--- src/design/tacho_period_rpm_meter_assert.svh ---
// Assertion macros for the tachometer period-to-RPM meter.
// Needs clk_i and rst_ni in the scope of the including module.
`ifndef TACHO_PERIOD_RPM_METER_ASSERT_SVH
`define TACHO_PERIOD_RPM_METER_ASSERT_SVH

// Same-cycle implication, checked out of reset only.
`define TPRM_ASSERT_NOW(lbl, ante, cons, msg) \
  lbl: assert property (@(posedge clk_i) disable iff (!rst_ni) (ante) |-> (cons)) \
    else $error(msg);

// Next-cycle implication, checked out of reset only.
`define TPRM_ASSERT_NEXT(lbl, ante, cons, msg) \
  lbl: assert property (@(posedge clk_i) disable iff (!rst_ni) (ante) |=> (cons)) \
    else $error(msg);

`endif

--- src/design/tprm_pkg.sv ---
// Package for the tachometer period-to-RPM meter: register codes, widths,
// handshake structs of the shared divider and the prescaler decode.
// No dependencies.
package tprm_pkg;

  // Configuration register indexes
  typedef enum logic [1:0] {
    REG_PRESCALE  = 2'd0,
    REG_CLOCK_HZ  = 2'd1,
    REG_MAX_SPEED = 2'd2
  } cfg_reg_e;

  localparam int unsigned PSC_W   = 2;
  localparam int unsigned CLK_W   = 27;
  localparam int unsigned SPEED_W = 16;
  localparam int unsigned CNT_W   = 16;
  localparam int unsigned CFG_W   = CLK_W;

  // Seconds per minute and the numerator width: 27 bits times 60
  localparam int unsigned MINUTE_S = 60;
  localparam int unsigned SIXTY_W  = 6;
  localparam int unsigned NUM_W    = CLK_W + SIXTY_W;

  // Widest prescaler shift and the width of a shift amount
  localparam int unsigned PSC_MAX_SH = 8;
  localparam int unsigned SH_W       = 4;

  localparam logic [PSC_W-1:0]   PSC_RST       = 2'd3;
  localparam logic [CLK_W-1:0]   CLOCK_HZ_RST  = 27'd39812000;
  localparam logic [SPEED_W-1:0] MAX_SPEED_RST = 16'd5000;

  // Shared divider handshake
  typedef struct packed {
    logic start;
  } div_ctl_t;

  typedef struct packed {
    logic busy;
    logic done;
  } div_sts_t;

  // Prescaler code to left-shift amount
  function automatic logic [SH_W-1:0] prescale_shift(input logic [PSC_W-1:0] code);
    logic [SH_W-1:0] sh;
    case (code)
      2'd3:    sh = 4'd8;
      2'd2:    sh = 4'd6;
      2'd1:    sh = 4'd3;
      default: sh = 4'd0;
    endcase
    return sh;
  endfunction

endpackage

--- src/design/tprm_div.sv ---
// Radix-2 restoring divider shared by the tachometer meter, one quotient bit
// per cycle. Depends on tprm_pkg (divider handshake structs).
module tprm_div #(
  parameter int unsigned NUM_W = 33,
  parameter int unsigned DEN_W = 28
) (
  input  logic                clk_i,
  input  logic                rst_ni,
  input  tprm_pkg::div_ctl_t  ctl_i,
  input  logic [NUM_W-1:0]    dividend_i,
  input  logic [DEN_W-1:0]    divisor_i,
  output tprm_pkg::div_sts_t  sts_o,
  output logic [NUM_W-1:0]    quotient_o
);

  localparam int unsigned STEP_W = $clog2(NUM_W + 1);

  typedef enum logic {
    D_IDLE,
    D_RUN
  } div_state_e;

  div_state_e         state_q;
  logic [STEP_W-1:0]  step_q;
  logic [NUM_W-1:0]   dvd_q;   // dividend shifts out, quotient shifts in
  logic [DEN_W-1:0]   rem_q;
  logic [DEN_W-1:0]   dsr_q;
  logic               done_q;

  logic [DEN_W:0]     trial;
  logic [DEN_W:0]     diff;
  logic               fits;
  logic [DEN_W-1:0]   rem_d;

  // Trial subtract of the divisor from the shifted partial remainder
  always_comb begin
    trial = {rem_q, dvd_q[NUM_W-1]};
    diff  = trial - {1'b0, dsr_q};
    fits  = (trial >= {1'b0, dsr_q});
    rem_d = fits ? diff[DEN_W-1:0] : trial[DEN_W-1:0];
  end

  // Sequencer and datapath registers
  always_ff @(posedge clk_i or negedge rst_ni) begin
    if (!rst_ni) begin
      state_q <= D_IDLE;
      step_q  <= '0;
      dvd_q   <= '0;
      rem_q   <= '0;
      dsr_q   <= '0;
      done_q  <= 1'b0;
    end else begin
      done_q <= 1'b0;
      unique case (state_q)
        D_IDLE: begin
          if (ctl_i.start) begin
            dvd_q   <= dividend_i;
            dsr_q   <= divisor_i;
            rem_q   <= '0;
            step_q  <= STEP_W'(NUM_W);
            state_q <= D_RUN;
          end
        end
        D_RUN: begin
          rem_q  <= rem_d;
          dvd_q  <= {dvd_q[NUM_W-2:0], fits};
          step_q <= step_q - 1'b1;
          if (step_q == STEP_W'(1)) begin
            done_q  <= 1'b1;
            state_q <= D_IDLE;
          end
        end
        default: state_q <= D_IDLE;
      endcase
    end
  end

  assign sts_o.busy  = (state_q == D_RUN);
  assign sts_o.done  = done_q;
  assign quotient_o  = dvd_q;

endmodule

--- src/design/tacho_period_rpm_meter.sv ---
// Top level of the tachometer period-to-RPM meter: item sequencer, state,
// configuration registers and output word. Depends on tprm_pkg, tprm_div
// and tacho_period_rpm_meter_assert.svh.
//
//  channel | direction | handshake                  | word
//  --------+-----------+----------------------------+--------------------------------------
//  in      | input     | in_valid_i / in_stall_o    | req_type_i, timer_value_i
//  out     | output    | out_valid_o / out_stall_i  | speed_rpm_o, valid_count_o,
//          |           |                            | compare_value_o, timeout_armed_o
//  cfg     | input     | cfg_we_i                   | cfg_idx_i, cfg_data_i
//
// A pulse that yields a speed goes from acceptance to the output register
// through S_MUL, which forms numerator and denominator, S_LOAD, which starts
// the divider, S_WAIT, where the shared divider gives one quotient bit per
// cycle and the speed is stored, and S_DONE, which loads the output word.
// Timeouts, first pulses after rest and zero differences go straight to
// S_DONE and reach the output register from there.
// in_stall_o is high from acceptance until the result is loaded; a stalled
// output word holds, and a new word waits in the sequencer until it is taken.
// Reset is asynchronous and needs no clearing pass.
`include "tacho_period_rpm_meter_assert.svh"

module tacho_period_rpm_meter #(
  parameter int unsigned TIMER_BITS     = 16,
  parameter int unsigned PULSES_PER_REV = 8
) (
  input  logic                                 clk_i,
  input  logic                                 rst_ni,
  // configuration
  input  logic                                 cfg_we_i,
  input  logic [1:0]                           cfg_idx_i,
  input  logic [tprm_pkg::CFG_W-1:0]           cfg_data_i,
  // input words
  input  logic                                 in_valid_i,
  output logic                                 in_stall_o,
  input  logic                                 req_type_i,
  input  logic [TIMER_BITS-1:0]                timer_value_i,
  // output words
  output logic                                 out_valid_o,
  input  logic                                 out_stall_i,
  output logic [tprm_pkg::SPEED_W-1:0]         speed_rpm_o,
  output logic [tprm_pkg::CNT_W-1:0]           valid_count_o,
  output logic [TIMER_BITS-1:0]                compare_value_o,
  output logic                                 timeout_armed_o
);

  localparam int unsigned NUM_W = tprm_pkg::NUM_W;
  localparam int unsigned SCL_W = TIMER_BITS + tprm_pkg::PSC_MAX_SH;
  localparam int unsigned DEN_W = SCL_W + $clog2(PULSES_PER_REV + 1);

  typedef enum logic [2:0] {
    S_IDLE,
    S_MUL,
    S_LOAD,
    S_WAIT,
    S_DONE
  } seq_state_e;

  seq_state_e                      state_q;

  // configuration
  logic [tprm_pkg::PSC_W-1:0]      prescale_q;
  logic [tprm_pkg::CLK_W-1:0]      clock_hz_q;
  logic [tprm_pkg::SPEED_W-1:0]    max_speed_q;

  // meter state
  logic [TIMER_BITS-1:0]           last_cap_q;
  logic [tprm_pkg::SPEED_W-1:0]    speed_q;
  logic [tprm_pkg::CNT_W-1:0]      accept_cnt_q;
  logic                            armed_q;
  logic [TIMER_BITS-1:0]           compare_q;

  // operands
  logic [SCL_W-1:0]                scaled_q;
  logic [NUM_W-1:0]                num_q;
  logic [DEN_W-1:0]                den_q;

  // output word
  logic                            out_valid_q;
  logic [tprm_pkg::SPEED_W-1:0]    out_speed_q;
  logic [tprm_pkg::CNT_W-1:0]      out_cnt_q;
  logic [TIMER_BITS-1:0]           out_cmp_q;
  logic                            out_armed_q;

  logic                            in_acc;
  logic                            out_free;
  logic [TIMER_BITS-1:0]           ticks;
  logic [TIMER_BITS-1:0]           cap_cmp;
  logic                            at_rest;
  logic [NUM_W-1:0]                quot;
  logic                            rpm_ok;
  tprm_pkg::div_ctl_t              div_ctl;
  tprm_pkg::div_sts_t              div_sts;

  // Handshake and pulse decode
  always_comb begin
    in_acc   = in_valid_i && !in_stall_o;
    out_free = !out_valid_q || !out_stall_i;
    ticks    = timer_value_i - last_cap_q;
    cap_cmp  = (timer_value_i == TIMER_BITS'(1)) ? '1 : (timer_value_i - 1'b1);
    at_rest  = (speed_q == '0) && (last_cap_q == '0);
    rpm_ok   = (quot < NUM_W'(max_speed_q));
    div_ctl.start = (state_q == S_LOAD);
  end

  assign in_stall_o = (state_q != S_IDLE);

  tprm_div #(
    .NUM_W (NUM_W),
    .DEN_W (DEN_W)
  ) u_div (
    .clk_i      (clk_i),
    .rst_ni     (rst_ni),
    .ctl_i      (div_ctl),
    .dividend_i (num_q),
    .divisor_i  (den_q),
    .sts_o      (div_sts),
    .quotient_o (quot)
  );

  // Sequencer, state, configuration and output word
  always_ff @(posedge clk_i or negedge rst_ni) begin
    if (!rst_ni) begin
      state_q      <= S_IDLE;
      prescale_q   <= tprm_pkg::PSC_RST;
      clock_hz_q   <= tprm_pkg::CLOCK_HZ_RST;
      max_speed_q  <= tprm_pkg::MAX_SPEED_RST;
      last_cap_q   <= '0;
      speed_q      <= '0;
      accept_cnt_q <= '0;
      armed_q      <= 1'b1;
      compare_q    <= '1;
      scaled_q     <= '0;
      num_q        <= '0;
      den_q        <= '0;
      out_valid_q  <= 1'b0;
      out_speed_q  <= '0;
      out_cnt_q    <= '0;
      out_cmp_q    <= '0;
      out_armed_q  <= 1'b0;
    end else begin
      // configuration writes
      if (cfg_we_i) begin
        unique case (cfg_idx_i)
          tprm_pkg::REG_PRESCALE:  prescale_q  <= cfg_data_i[tprm_pkg::PSC_W-1:0];
          tprm_pkg::REG_CLOCK_HZ:  clock_hz_q  <= cfg_data_i[tprm_pkg::CLK_W-1:0];
          tprm_pkg::REG_MAX_SPEED: max_speed_q <= cfg_data_i[tprm_pkg::SPEED_W-1:0];
          default: ;
        endcase
      end

      // output word leaves; a word loaded this cycle takes its place
      if (out_valid_q && !out_stall_i && state_q != S_DONE) begin
        out_valid_q <= 1'b0;
      end

      unique case (state_q)
        S_IDLE: begin
          if (in_acc) begin
            state_q <= S_DONE;
            if (req_type_i) begin
              // timeout: stop the motor if armed
              if (armed_q) begin
                speed_q    <= '0;
                last_cap_q <= '0;
                armed_q    <= 1'b0;
              end
            end else begin
              last_cap_q <= timer_value_i;
              compare_q  <= cap_cmp;
              if (at_rest) begin
                armed_q <= 1'b1;
              end else if (ticks != '0) begin
                scaled_q <= SCL_W'(ticks) << tprm_pkg::prescale_shift(prescale_q);
                state_q  <= S_MUL;
              end
            end
          end
        end
        S_MUL: begin
          num_q   <= NUM_W'(clock_hz_q) * NUM_W'(tprm_pkg::MINUTE_S);
          den_q   <= DEN_W'(scaled_q) * DEN_W'(PULSES_PER_REV);
          state_q <= S_LOAD;
        end
        S_LOAD: begin
          state_q <= S_WAIT;
        end
        S_WAIT: begin
          if (div_sts.done) begin
            if (rpm_ok) begin
              speed_q      <= quot[tprm_pkg::SPEED_W-1:0];
              accept_cnt_q <= accept_cnt_q + 1'b1;
            end
            state_q <= S_DONE;
          end
        end
        S_DONE: begin
          if (out_free) begin
            out_valid_q <= 1'b1;
            out_speed_q <= speed_q;
            out_cnt_q   <= accept_cnt_q;
            out_cmp_q   <= compare_q;
            out_armed_q <= armed_q;
            state_q     <= S_IDLE;
          end
        end
        default: state_q <= S_IDLE;
      endcase
    end
  end

  assign out_valid_o     = out_valid_q;
  assign speed_rpm_o     = out_speed_q;
  assign valid_count_o   = out_cnt_q;
  assign compare_value_o = out_cmp_q;
  assign timeout_armed_o = out_armed_q;

  // Checks
  `TPRM_ASSERT_NOW(a_div_start_idle, (state_q == S_LOAD), (!div_sts.busy && den_q != '0), "divider started while busy or with zero divisor")
  `TPRM_ASSERT_NOW(a_div_done_wait, div_sts.done, (state_q == S_WAIT), "divider finished outside the wait state")
  `TPRM_ASSERT_NEXT(a_cnt_step, 1'b1, (accept_cnt_q == $past(accept_cnt_q) || accept_cnt_q == $past(accept_cnt_q) + 1'b1), "valid count moved by more than one")
  `TPRM_ASSERT_NOW(a_disarm_timeout, $fell(armed_q), $past(in_acc && req_type_i), "timeout disarmed without an accepted timeout")
  `TPRM_ASSERT_NEXT(a_speed_limit, (state_q == S_WAIT && div_sts.done && rpm_ok), (speed_q < max_speed_q), "stored speed not below the limit")

endmodule
--- config.mk ---
export PLATFORM = sky130hd
export DESIGN_NAME = tacho_period_rpm_meter
export DESIGN_NICKNAME = d
export VERILOG_FILES = /design/src/design/tprm_pkg.sv /design/src/design/tprm_div.sv /design/src/design/tacho_period_rpm_meter.sv
export VERILOG_INCLUDE_DIRS = /design/src /design/src/design
export SDC_FILE = /design/constraint.sdc
export NUM_CORES = 1
export LEC_CHECK = 0
export ABC_AREA = 1
export BUFFER_PORTS_ARGS = -buffer_cell sky130_fd_sc_hd__buf_2
export CORE_UTILIZATION = 35
export CTS_CLUSTER_DIAMETER = 120
export DETAILED_ROUTE_END_ITERATION = 8
export PLACE_DENSITY_LB_ADDON = 0.25
export SLEW_MARGIN = 40
export SYNTH_ARGS = -nofsm -noshare
export SYNTH_HDL_FRONTEND = slang
export SYNTH_HIERARCHICAL = 1
export SYNTH_SLANG_ARGS = --single-unit
--- constraint.sdc ---
create_clock -name clk_i -period 3.04 [get_ports clk_i]
set_input_delay 0.608 -clock clk_i [delete_from_list [all_inputs] [get_ports clk_i]]
set_output_delay 0.608 -clock clk_i [all_outputs]
set_load 0.005 [all_outputs]
After elaboration in Yosys (flattened, before gate mapping)
Index checks and enable logic that the tools add are counted.
{ "word_totals": {"inputBits": 51, "wordCells": 121, "out_inout_bits": 51, "register_bits": 335} }
{ "classes": {"eq_ne": 20, "shift": 1, "n_bitwise": 3, "addsub": 5, "reduce_logical": 28, "mul": 1, "n_mux": 38, "order_cmp": 2} }
{ "ops": {"columns": ["cell", "n"], "rows": [
  ["2-to-1 mux 16 bit", 7],
  ["case mux 33 bit (2 select lines)", 1],
  ["2-to-1 mux 28 bit", 2],
  ["case mux 28 bit (2 select lines)", 1],
  ["less-than comparator 33 x 16 -> 1 bit", 1],
  ["2-to-1 mux 33 bit", 1],
  ["zero test 16 bit", 2],
  ["case mux 16 bit (2 select lines)", 1],
  ["multiplier 27 x 4 -> 31 bit (second input constant)", 1],
  ["greater-or-equal comparator 29 x 27 -> 1 bit", 1],
  ["subtractor 28 x 27 -> 28 bit", 1],
  ["left shift 16 x 4 -> 24 bit", 1],
  ["2-to-1 mux 4 bit", 5],
  ["2-to-1 mux 3 bit", 6],
  ["adder 16 x 1 -> 16 bit (second input constant)", 1],
  ["equality test 16 x 1 -> 1 bit (second input constant)", 1],
  ["nonzero test 16 bit", 1],
  ["subtractor 16 x 1 -> 16 bit (second input constant)", 1],
  ["subtractor 16 bit", 1],
  ["case mux 3 bit (5 select lines)", 1],
  ["AND reduction 3 bit", 5],
  ["!= test 2 bit (second input constant)", 6],
  ["case mux 4 bit (3 select lines)", 1],
  ["case mux 6 bit (2 select lines)", 1],
  ["23 further kinds", 48]
]} }

Depth between registers and ports, before layout
{ "depth": {"ltp_word": 8, "depth_mapped": 19, "mapped_depth_nobuf": 17} }

By module
The synthesis kept the hierarchy.
{ "by_module_without_submodules": {"columns": ["mod", "area_each_um2", "n_inst", "cells_per_inst", "seq_area_each_um2"], "rows": [
  ["tacho_period_rpm_meter", 14951.8, 1, 1876, 6104.6],
  ["tprm_div", 6303.5, 1, 927, 2427.3]
]} }

Worst setup path before layout
OpenSTA, ideal clock, no wires.
{ "synth_path": {"path_type": "register to register", "from": "register clock_hz_q[7] (netlist bit)", "to": "register num_q[25]", "period_less_slack_ns": 3.239, "required_ns": 2.922, "arrival_time_ns": 3.121, "path_buffers": 0, "path_stages_with_launch": 15, "setup_ns": 0.118, "slack_ns": -0.199, "path_cell_list": "dfstp_2 inv_1 fa_1 fa_1 inv_1 ha_1 a21oi_1 o21ai_0 a21oi_1 nand2_1 a21oi_1 o21ai_0 or2_2 nand3_1 nand2_1"} }
{ "synth_between": {"elab_chain_len": 1} }
{ "synth_rtl": {"columns": ["element", "line", "source"], "rows": [
  ["from (decl)", "tacho_period_rpm_meter.sv:63", "logic [tprm_pkg::CLK_W-1:0] clock_hz_q;"],
  ["from (signal assigned)", "tacho_period_rpm_meter.sv:126", "clock_hz_q <= tprm_pkg::CLOCK_HZ_RST;"],
  ["from (signal assigned)", "tacho_period_rpm_meter.sv:146", "tprm_pkg::REG_CLOCK_HZ: clock_hz_q <= cfg_data_i[tprm_pkg::CLK_W-1:0];"],
  ["multiplier 27 x 4 -> 31 bit", "tacho_period_rpm_meter.sv:181", "num_q <= NUM_W'(clock_hz_q) * NUM_W'(tprm_pkg::MINUTE_S);"],
  ["to (signal assigned)", "tacho_period_rpm_meter.sv:181", null],
  ["to (decl)", "tacho_period_rpm_meter.sv:75", "logic [NUM_W-1:0] num_q;"]
]} }
Every way passes these cells.
A chain may end at the register's enable or synchronous reset.

Worst setup path after layout
{ "layout_path": {"from": "register clock_hz_q[7] (netlist bit)", "to": "register num_q[32]"} }
The elaborated chain is that of the path after synthesis.

==> flow_metrics.tcl <==
set metrics [dict create \
    drt-initial-drc-count 1118 \
    required_ns 3.48 \
    ctsHtreeMaxLevel 2 \
    startpoint_type "flop" \
    cp_max_fo 4 \
    yosysWarnings 6 \
    max-slew-margin-rel_pct 53.2 \
    synthesis.area_per_instance_um2 7.58 \
    nets 3219 \
    placed_area_mm2 0.0237 \
    die_w_um 248 \
    grt_pass1_wl_um 94100 \
    clock-sinks 339 \
    track_usage_pct 19.0 \
    outcome "finished with violations" \
    fin_cells 3815 \
    ir_drop_mv 0.684 \
    dp.cells 3731 \
    end_kind "flop" \
    drv_slew 0 \
    rsz0062_at_grt "yes" \
    clk_pin_slew_ns 0.06 \
    globalplace.congestion 0.923 \
    switchingPower_mw 14.4 \
    drt-pass1-iter-count 5 \
    drive_gt1_share_pct 17.1 \
    maxCapViolCount 0 \
    finalPower_mw 31.3 \
    grt_pass1_vias 18300 \
    cts_root_buffer "clkbuf_16" \
    p_sw_share_pct 46.1 \
    rows 89 \
    max-clock-path-buffers 3 \
    leakage_nw 13.1 \
    fin_crit_sh_pct 106 \
    violations "negative setup slack" \
    wl_um 57400 \
    cts_tree "done" \
    area_growth_pct 20.2 \
    fin_ws_ns -0.189 \
    p_seq_share_pct 23.2 \
    final-seq-area_mm2 0.00853 \
    combPwrFrac_pct 61.1 \
    clk_latency_ns 0.59 \
    p_per_area_mw_per_mm2 1220 \
    pwr-share-clk_pct 15.7 \
    grt_max_degree 83 \
    n_fill_cell 6124 \
    fin_area_mm2 0.0255 \
    initial_utilization_pct 35.7 \
    period_minus_slack_ns 3.23 \
    multi_input_area_mm2 0.0115 \
    ant_nets 0 \
    fmax_ghz 0.310 \
    hold_viol 0 \
    setup_viol 17 \
    die_h_um 248 \
    critPathKind "reg2reg" \
    antenna_found_initial 0 \
    synth_cells 2802 \
    finClkSkew_ns 0.0271 \
    route.vias.total 18600 \
    hpwl_um 44200 \
    internal_power_mw 16.9 \
    via_per_inst 4.88 \
    arrival_ns 3.67 \
    fp.dieArea_mm2 0.0617 \
    drc 0 \
    numCtsBuffers 42 \
    ios 102 \
    routedWlPerCell_um 15.1 \
    grt.overflow.total 0 \
    antenna_cells_inserted 0 \
    core_mm2 0.0595 \
    tightest_slew_ns 0.699 \
    syn_area_mm2 0.0212 \
    port_buffers 101 \
    min_path_type "in2reg" \
]
[through the flow]
stage               utilization, %  hold slack [ns]  setup WS, ns  TNS (ns)
floorplan                        -            0.312       -0.0421   -0.0517
global placement              39.8            0.460        -0.244     -1.99
detailed placement            39.8            0.459        -0.249     -2.64
CTS                           42.5            0.221        -0.161     -1.80
global route                  42.9            0.238        -0.297     -4.35
finish                        42.9            0.258        -0.189     -1.67
[what timing repair did]
item | in CTS | in global routing
resized for setup | 58 | 57
endpoints found under the setup margin | 21 | 24
hold buffers | 1 | 0
pin swaps | 31 | 21
endpoints found under the hold margin | 49 | 0
buffers inserted | 8 | 3
[state kept, by name, indices dropped and copies added, names as in the netlist, 6 cells and up]
name and count:
accept_cnt_q 16, clock_hz_q 27, compare_q 16, compare_value_o 16, den_q 24, last_cap_q 16
max_speed_q 16, num_q 31, scaled_q 24, speed_q 16, speed_rpm_o 16, u_div/dsr_q 28
u_div/quotient_o 33, u_div/rem_q 28, u_div/step_q 6, valid_count_o 16
[worst paths after layout]
kind / end / slack (ns) / from / cells past startpoint
max: num_q[32] / -0.19 / clock_hz_q[7] / 15
max reg2reg: num_q[32] / -0.19 / clock_hz_q[7] / 15
max in group asynchronous: compare_q[10] / 1.61 / rst_ni / 3
min in group asynchronous: speed_rpm_o[11] / 0.56 / rst_ni / 2
min reg2reg: den_q[5] / 0.47 / den_q[5] / 2
min: clock_hz_q[17] / 0.26 / cfg_data_i[17] / 3
[cells in the final DEF, fill, tap and decap left out, types with 25 or more instances in the layout]
cell / n
fa_1: 53
nor2_1: 141
o21ai_1: 27
o21ai_0: 163
nand2_1: 887
xor2_1: 25
buf_4: 134
buf_2: 100
nand3_1: 205
nand4_1: 27
clkbuf_16: 42
ha_1: 83
dfstp_2: 39
a21oi_1: 72
inv_1: 372
dfrtp_1: 300
[area by class of cell]
type	instances	share of cell area (%)
clock inverter	15	0.710
multi-input combinational	1986	45.0
inverter	401	5.94
sequential	339	33.4
clock buffer	57	4.61
tap	773	3.79
timing repair buffer	244	6.56
[worst max-delay path, cell delays in order, from the launching register on]
cell and delay, ns:
dfstp_2 0.55, inv_4 0.05, fa_1 0.49, fa_1 0.57, inv_2 0.05, ha_4 0.23
a21oi_2 0.15, o21ai_1 0.09, nand2_1 0.09, nand2_2 0.06, nand2_1 0.07, nand3_2 0.11
buf_4 0.17, a21oi_4 0.16, xor2_2 0.18, o21ai_1 0.07
[routing by layer]
layer / GRT usage (%) / up-vias / routed length [µm]
li1: - / 9371 / -
met1: 26.8 / 8869 / 27700
met2: 30.4 / 292 / 26300
met3: 2.42 / 76 / 2050
met4: 5.54 / 0 / 1350
met5: 0 / - / 0
[power by group through the flow]
stage,Sequential (mW),Clock (mW),Combinational (mW)
6_report,7.25,4.91,19.1
5_1_grt,7.45,5.25,21.6
4_1_cts,7.25,5.06,18.4
3_5_place_dp,7.30,0,17.7
3_3_place_gp,7.26,0,17.5
2_1_floorplan,6.99,0,12.3
No activity file was read; power rests on OpenSTA's default activity.
